==> config.mk <==
export PLATFORM = sky130hd
export DESIGN_NAME = utf8_display_width_truncator_core
export DESIGN_NICKNAME = d
export VERILOG_FILES = /design/src/rtl/u8trunc_pkg.sv /design/src/rtl/utf8_display_width_truncator_core.sv /design/src/rtl/u8trunc_scan.sv
export SDC_FILE = /design/constraint.sdc
export NUM_CORES = 1
export LEC_CHECK = 0
export ABC_AREA = 0
export ABC_CLOCK_PERIOD_IN_PS = 11110
export BUFFER_PORTS_ARGS = -buffer_cell sky130_fd_sc_hd__buf_2
export CORE_MARGIN = 1
export CORE_UTILIZATION = 55
export CTS_CLUSTER_DIAMETER = 50
export DETAILED_ROUTE_END_ITERATION = 10
export PLACE_DENSITY_LB_ADDON = 0.25
export SLEW_MARGIN = 10
export SYNTH_ARGS = -nofsm -noshare
export SYNTH_HDL_FRONTEND = slang
export SYNTH_SLANG_ARGS = --single-unit
==> constraint.sdc <==
create_clock -name clk -period 11.11 [get_ports clk]
set_clock_uncertainty 0.1 [all_clocks]
set_input_delay 0.5555 -clock clk [delete_from_list [all_inputs] [get_ports clk]]
set_output_delay 0.5555 -clock clk [all_outputs]
set_load 0.005 [all_outputs]
==> src/rtl/u8trunc_pkg.sv <==
// Shared types and constants for the UTF-8 display width truncator.
package u8trunc_pkg;

  localparam int unsigned MAX_STRING_BYTES = 65535;
  localparam logic [15:0] POS_CAP =
    (MAX_STRING_BYTES < 65535) ? 16'(MAX_STRING_BYTES) : 16'hFFFF;
  localparam logic [16:0] WIDTH_CAP = 17'h1FFFF;
  localparam logic [15:0] MAX_WIDTH_RESET = 16'd80;

  typedef struct packed {
    logic [7:0] data_byte;
    logic       is_last;
  } in_item_t;

  typedef struct packed {
    logic [15:0] keep_bytes;
    logic        add_ellipsis;
    logic [16:0] total_width;
  } out_item_t;

endpackage

==> src/rtl/utf8_display_width_truncator_core.sv <==
// Top level: UTF-8 display width truncator with input and result registers.
//
// Usage:
//  - Input channel (in_valid / in_stall / in_data): one string byte per request,
//    in_data.is_last marks the final byte. Empty strings are not sent.
//  - Output channel (out_valid / out_stall / out_data): one result per string,
//    issued for the last byte: keep_bytes, add_ellipsis, total_width.
//  - Config channel (cfg_valid / cfg_ready / cfg_data): writes max_display_width.
//    cfg_ready is always high; write only while no string is in flight.
// Timing: a byte is registered in the input register at acceptance and is
//  processed from there; its result goes to the result register. One byte per
//  cycle is sustained unless a last byte waits on a stalled result; the decode,
//  width lookup and add sit in a single stage between the two registers.
// Stall: while out_stall holds a result, non-last bytes keep flowing; a last
//  byte waits in the input register and in_stall rises until the result drains.
// Reset: clears scan state and both registers; max_display_width returns to 80.
module utf8_display_width_truncator_core (
  input  logic                   clk,
  input  logic                   rst,
  input  logic                   in_valid,
  output logic                   in_stall,
  input  u8trunc_pkg::in_item_t  in_data,
  output logic                   out_valid,
  input  logic                   out_stall,
  output u8trunc_pkg::out_item_t out_data,
  input  logic                   cfg_valid,
  output logic                   cfg_ready,
  input  logic [15:0]            cfg_data
);
  import u8trunc_pkg::*;

  logic      s1_valid;
  in_item_t  s1_item;
  logic      s1_advance;
  logic [15:0] width_limit;
  out_item_t scan_res;

  assign cfg_ready  = 1'b1;
  assign s1_advance = s1_valid && (!s1_item.is_last || !out_valid || !out_stall);
  assign in_stall   = s1_valid && !s1_advance;

  u8trunc_scan u_scan (
    .clk         (clk),
    .rst         (rst),
    .step        (s1_advance),
    .item        (s1_item),
    .width_limit (width_limit),
    .res         (scan_res)
  );

  always_ff @(posedge clk) begin
    if (rst) begin
      width_limit <= MAX_WIDTH_RESET;
    end else if (cfg_valid && cfg_ready) begin
      width_limit <= cfg_data;
    end
  end

  always_ff @(posedge clk) begin
    if (rst) begin
      s1_valid <= 1'b0;
    end else if (!in_stall) begin
      s1_valid <= in_valid;
    end
    if (!in_stall && in_valid) begin
      s1_item <= in_data;
    end
  end

  always_ff @(posedge clk) begin
    if (rst) begin
      out_valid <= 1'b0;
    end else if (s1_advance && s1_item.is_last) begin
      out_valid <= 1'b1;
    end else if (out_valid && !out_stall) begin
      out_valid <= 1'b0;
    end
    if (s1_advance && s1_item.is_last) begin
      out_data <= scan_res;
    end
  end

endmodule

==> src/rtl/u8trunc_scan.sv <==
// Per-string scan state: UTF-8 decode, width sum, cut search and result.
module u8trunc_scan (
  input  logic                  clk,
  input  logic                  rst,
  input  logic                  step,
  input  u8trunc_pkg::in_item_t item,
  input  logic [15:0]           width_limit,
  output u8trunc_pkg::out_item_t res
);
  import u8trunc_pkg::*;

  logic [15:0] byte_position, byte_position_next;
  logic [20:0] code_point_accumulator, code_point_accumulator_next;
  logic [2:0]  bytes_remaining, bytes_remaining_next;
  logic [15:0] char_start_position, char_start_position_next;
  logic [16:0] width_sum, width_sum_next;
  logic        counting_stopped, counting_stopped_next;
  logic        cut_found, cut_found_next;
  logic [15:0] cut_position, cut_position_next;

  logic        finish;
  logic [20:0] cp;
  logic [1:0]  glyph_w;
  logic [17:0] sum_ext;
  logic [7:0]  b;

  function automatic logic [1:0] glyph_width(input logic [20:0] c);
    logic wide;
    begin
      wide = (c >= 21'h1100  && c <= 21'h115F)  || (c >= 21'h2E80  && c <= 21'h303E)  ||
             (c >= 21'h3041  && c <= 21'h33FF)  || (c >= 21'h3400  && c <= 21'h4DBF)  ||
             (c >= 21'h4E00  && c <= 21'h9FFF)  || (c >= 21'hA000  && c <= 21'hA4CF)  ||
             (c >= 21'hAC00  && c <= 21'hD7A3)  || (c >= 21'hF900  && c <= 21'hFAFF)  ||
             (c >= 21'hFE30  && c <= 21'hFE4F)  || (c >= 21'hFF00  && c <= 21'hFF60)  ||
             (c >= 21'hFFE0  && c <= 21'hFFE6)  || (c >= 21'h1F300 && c <= 21'h1F9FF) ||
             (c >= 21'h20000 && c <= 21'h2FFFD);
      if (c < 21'h20 || (c >= 21'h7F && c < 21'hA0)) glyph_width = 2'd0;
      else if (wide)                                 glyph_width = 2'd2;
      else                                           glyph_width = 2'd1;
    end
  endfunction

  assign b = item.data_byte;

  always_comb begin
    byte_position_next          = byte_position;
    code_point_accumulator_next = code_point_accumulator;
    bytes_remaining_next        = bytes_remaining;
    char_start_position_next    = char_start_position;
    width_sum_next              = width_sum;
    counting_stopped_next       = counting_stopped;
    cut_found_next              = cut_found;
    cut_position_next           = cut_position;
    finish                      = 1'b0;
    cp                          = {13'd0, b};

    if (byte_position >= POS_CAP) begin
      counting_stopped_next = 1'b1;
    end else begin
      byte_position_next = byte_position + 16'd1;
      if (!counting_stopped) begin
        if (bytes_remaining == 3'd0) begin
          char_start_position_next = byte_position;
          if (b[7] == 1'b0) begin
            finish = 1'b1;
          end else if (b[7:5] == 3'b110) begin
            code_point_accumulator_next = {16'd0, b[4:0]};
            bytes_remaining_next        = 3'd1;
          end else if (b[7:4] == 4'b1110) begin
            code_point_accumulator_next = {17'd0, b[3:0]};
            bytes_remaining_next        = 3'd2;
          end else if (b[7:3] == 5'b11110) begin
            code_point_accumulator_next = {18'd0, b[2:0]};
            bytes_remaining_next        = 3'd3;
          end else begin
            counting_stopped_next = 1'b1;
          end
        end else begin
          code_point_accumulator_next = {code_point_accumulator[14:0], b[5:0]};
          bytes_remaining_next        = bytes_remaining - 3'd1;
          cp                          = code_point_accumulator_next;
          finish                      = (bytes_remaining == 3'd1);
        end
      end
    end

    glyph_w = glyph_width(cp);
    sum_ext = {1'b0, width_sum} + {16'd0, glyph_w};
    if (finish) begin
      if (!cut_found && sum_ext >= {2'b00, width_limit}) begin
        cut_found_next    = 1'b1;
        cut_position_next = char_start_position_next;
      end
      width_sum_next = sum_ext[17] ? WIDTH_CAP : sum_ext[16:0];
    end

    res.total_width = width_sum_next;
    if (width_limit == 16'd0) begin
      res.keep_bytes   = 16'd0;
      res.add_ellipsis = 1'b0;
    end else if (width_sum_next <= {1'b0, width_limit} || !cut_found_next) begin
      res.keep_bytes   = byte_position_next;
      res.add_ellipsis = 1'b0;
    end else begin
      res.keep_bytes   = cut_position_next;
      res.add_ellipsis = 1'b1;
    end
  end

  always_ff @(posedge clk) begin
    if (rst || (step && item.is_last)) begin
      byte_position          <= '0;
      code_point_accumulator <= '0;
      bytes_remaining        <= '0;
      char_start_position    <= '0;
      width_sum              <= '0;
      counting_stopped       <= 1'b0;
      cut_found              <= 1'b0;
      cut_position           <= '0;
    end else if (step) begin
      byte_position          <= byte_position_next;
      code_point_accumulator <= code_point_accumulator_next;
      bytes_remaining        <= bytes_remaining_next;
      char_start_position    <= char_start_position_next;
      width_sum              <= width_sum_next;
      counting_stopped       <= counting_stopped_next;
      cut_found              <= cut_found_next;
      cut_position           <= cut_position_next;
    end
  end

  a_clear_after_last: assert property (@(posedge clk) disable iff (rst)
    step && item.is_last |=> byte_position == 16'd0 && width_sum == 17'd0 && !cut_found)
    else $error("scan state not cleared after last byte");

  a_rem_range: assert property (@(posedge clk) disable iff (rst)
    bytes_remaining <= 3'd3)
    else $error("bytes_remaining out of range");

  a_cut_before_pos: assert property (@(posedge clk) disable iff (rst)
    cut_found |-> cut_position < byte_position)
    else $error("cut position beyond scanned bytes");

  a_width_monotone: assert property (@(posedge clk) disable iff (rst)
    step && !item.is_last |=> width_sum >= $past(width_sum))
    else $error("width sum decreased within a string");

  a_stop_sticky: assert property (@(posedge clk) disable iff (rst)
    counting_stopped && step && !item.is_last |=> counting_stopped)
    else $error("counting resumed within a string");

endmodule

==> flow_summary_export.csv <==
group,metric,value,unit
finish,nFillCells,1397,
clock_tree,postCtsSetupBuffers,0,
synth,syn_inst,1064,
synth,ys_async_sr_fraction,0,
clock_tree,cts_resized,0,
flow_run,maxCapViolCount,0,
run_status,status,"completed",
synth,syn_avg_cell_area,8.304,um2
synth,synth_edf_count,43,
synth,synth_common_cells,"nand2_1, nor2_1, dfxtp_1",
global_route,grt_max_degree,86,
synth,post-synth-top-count-cell,"nand2_1",
hold_path,hold_depth,1,
synth,netlist_area,0.008836,mm2
finish,syn2layout_area_growth,10.92,%
sta,fin_tns_setup,0,ps
sta,slew_headroom,0.2119,
detailed_routing,drt-total-wl,25.61,mm
hold_path,worstHoldStart,"in_data[6]",
sta,setup_viol,0,
place,io_buffers,65,
detailed_routing,vias,8364,
clock_tree,cts_hold_buf,0,
die,fp-row-count,45,
clock_tree,cts_tree,"built",
hold_path,whs_endpoint,"s1_item[6]$_DFFE_PP_",
hold_path,hold_class,"input port to flop",
detailed_routing,first_pass_iters,5,
finish,fin_area,0.009801,mm2
setup_path,path_buf_inv,2,
global_route,grt_pass1_wl,40.61,mm
setup_path,crit_type,"flop to flop",
finish,drive_gt1_frac,0.1145,
setup_path,start_kind,"flop",
synth,yosysTopAreaCell,"dfxtp_1",
setup_path,reg2reg_depth,25,
clock_tree,clockBufferDepth,2,
setup_path,cp.arrival,8560,ps
global_route,gr-total-overflow,0,
die,dieArea,0.01658,mm2
die,fp.coreArea,0.01543,mm2
finish,final_nets,1148,
synth,synth_top_area_frac,0.2334,
clock_tree,cts_sinks,146,
setup_path,max_stage_delay,680,ps
clock_tree,h-tree-depth,4,
sta,fin_crit,8394,ps
synth,synth_fp_nets,1133,
synth,synth_area_leaders,"dfxtp_1, edfxtp_1, a21oi_1",
global_route,grt_pass1_vias,7712,
sta,rsz0062_at_grt,"false",
synth,seq_area_frac_synth,0.3795,
place,placed_area,0.009196,mm2
setup_path,worstReg2RegEnd,"out_data[31]$_SDFFCE_PN0P_",
global_route,grt.total_usage,0.3192,
die,die_w,128.8,um
sta,drv_slew,0,
sta,worst_slew_pin_slew,1182,ps
setup_path,critPathSlowestCell,"o32ai_4",
detailed_routing,wl_per_cell,19.66,um
die,die_y,128.8,um
global_route,antenna_found_initial,0,
setup_path,worst-r2r-setup-slack,2720,ps
sta,clock.fmax,119.1,MHz
synth,yosys_warnings,0,
sta,finalHoldViolCount,0,
detailed_routing,drc_errors,0,
setup_path,crit_required,11280,ps
die,initial_core_util,0.5727,
setup_path,r2r-start,"u_scan.bytes_remaining[0]$_SDFFE_PP0P_",
clock_tree,cts_root_buf,"clkbuf_16",
detailed_routing,via_per_inst,6.419,
clock_tree,clkSlewWorstSetupHoldPaths,70,ps
place,hpwl,17.48,mm
detailed_routing,final_antenna_net_count,0,
synth,synth_top_flop_cell,"dfxtp_1",
power_and_ir_drop,power_density,137.9,mW/mm2
clock_tree,cts-buffers-inserted,17,
synth,ys_ff_latch,146,
power_and_ir_drop,ir_worst_vdd,0.0001103,V
place,gp_congestion,1.049,
setup_path,crit_path_end_kind,"flop",
detailed_routing,drt-initial-drc-count,931,
power_and_ir_drop,p_leak,0.003765,uW
finish,diodes,0,
sta,fin_crit_sh,0.7556,
synth,synthDistinctLibCells,76,
die,ioPinCount,67,
setup_path,critPathTopFamily,"compound AO/OA/AOI/OAI gates",
clock_tree,clk_latency,430,ps
setup_path,cp_max_fo,33,
[kinds of logic after synthesis]
family | share of synthesized area
multiplexers | 0.04191
XOR/XNOR | 0.03271
AND/OR/NAND/NOR | 0.2487
buffers and inverters | 0.05211
adder cells (fa/ha/maj) | 0.05608
flip-flops | 0.3795
other | 0.0004244
AO/OA/AOI/OAI | 0.1886
[layout by cell type (no fill, tap or decap), types with 19 or more instances in the layout]
cell type / netlist / final
buf_2: 17 / 65
o21ai_0: 33 / 33
nand2_1: 125 / 125
ha_1: 38 / 38
nor3_1: 35 / 35
edfxtp_1: 43 / 43
nand4_1: 22 / 22
nor4_1: 25 / 25
a21oi_1: 96 / 96
dfxtp_1: 103 / 103
nor2_1: 116 / 116
a211oi_1: 19 / 19
inv_1: 32 / 32
mux2i_1: 31 / 31
nand3_1: 36 / 36
[flip-flops by register name (all words and copies together), names as in the netlist]
signal,count
out_data,34
out_valid,1
u_scan.code_point_accumulator,15
u_scan.width_sum,17
u_scan.cut_found,1
u_scan.bytes_remaining,3
u_scan.cut_position,16
u_scan.byte_position,16
width_limit,16
s1_item,9
s1_valid,1
u_scan.char_start_position,16
u_scan.counting_stopped,1
[stage by stage]
stage	hold slack, ps	total power (uW)	setup slack, ps	utilization	std cells
final	202.2	1352	2716	0.6353	1303
after global routing	187.9	1398	2184	0.6353	1303
after CTS	187.0	1356	2890	0.6353	1303
after detailed placement	346.2	759.0	3047	0.5961	1271
after global placement	340.5	757.9	3365	0.5961	1271
after floorplan	331.9	707.7	4702	-	1064
[how the worst max path moves through the flow]
| stage | start | to | slack, ps | cells after the start |
|---|---|---|---|---|
| 2_1_floorplan | u_scan.byte_position[0]$_SDFFE_PP0P_ | out_data[22]$_SDFFCE_PN0P_ | 4700 | 26 |
| 3_3_place_gp | u_scan.bytes_remaining[0]$_SDFFE_PP0P_ | out_data[31]$_SDFFCE_PN0P_ | 3360 | 25 |
| 6_report | u_scan.bytes_remaining[0]$_SDFFE_PP0P_ | out_data[31]$_SDFFCE_PN0P_ | 2720 | 25 |
| 3_5_place_dp | u_scan.bytes_remaining[0]$_SDFFE_PP0P_ | out_data[30]$_SDFFCE_PN0P_ | 3050 | 26 |
| 5_1_grt | u_scan.bytes_remaining[0]$_SDFFE_PP0P_ | out_data[31]$_SDFFCE_PN0P_ | 2180 | 27 |
| 4_1_cts | u_scan.bytes_remaining[0]$_SDFFE_PP0P_ | out_data[31]$_SDFFCE_PN0P_ | 2890 | 25 |
[routing by layer]
metal  up-vias  wire length [um]  track usage
met1      3913             11420       0.4402
met5         -                 0            0
met2       460             11000       0.4700
met4         0               827       0.1522
met3        70              2362      0.07651
li1       3921                 -            -
[power by group]
group	leakage, uW	switching (uW)	total (uW)	internal, uW
registers	0.00123	17.0	583	566
logic	0.00224	108	169	60.9
clock network	0.000292	243	600	357
total	0.00376	368	1350	984
[final cells by class]
cell class	count	area [um2]	area share
clock inverter	14	175.2	0.01787
inverter	33	123.9	0.01264
multi-input combinational	805	5047	0.5150
clock buffer	18	429.2	0.04379
sequential	146	3353	0.3421
timing repair buffer	76	407.9	0.04162
tap	211	264.0	0.02694
Power figures use the tool's default switching activity.
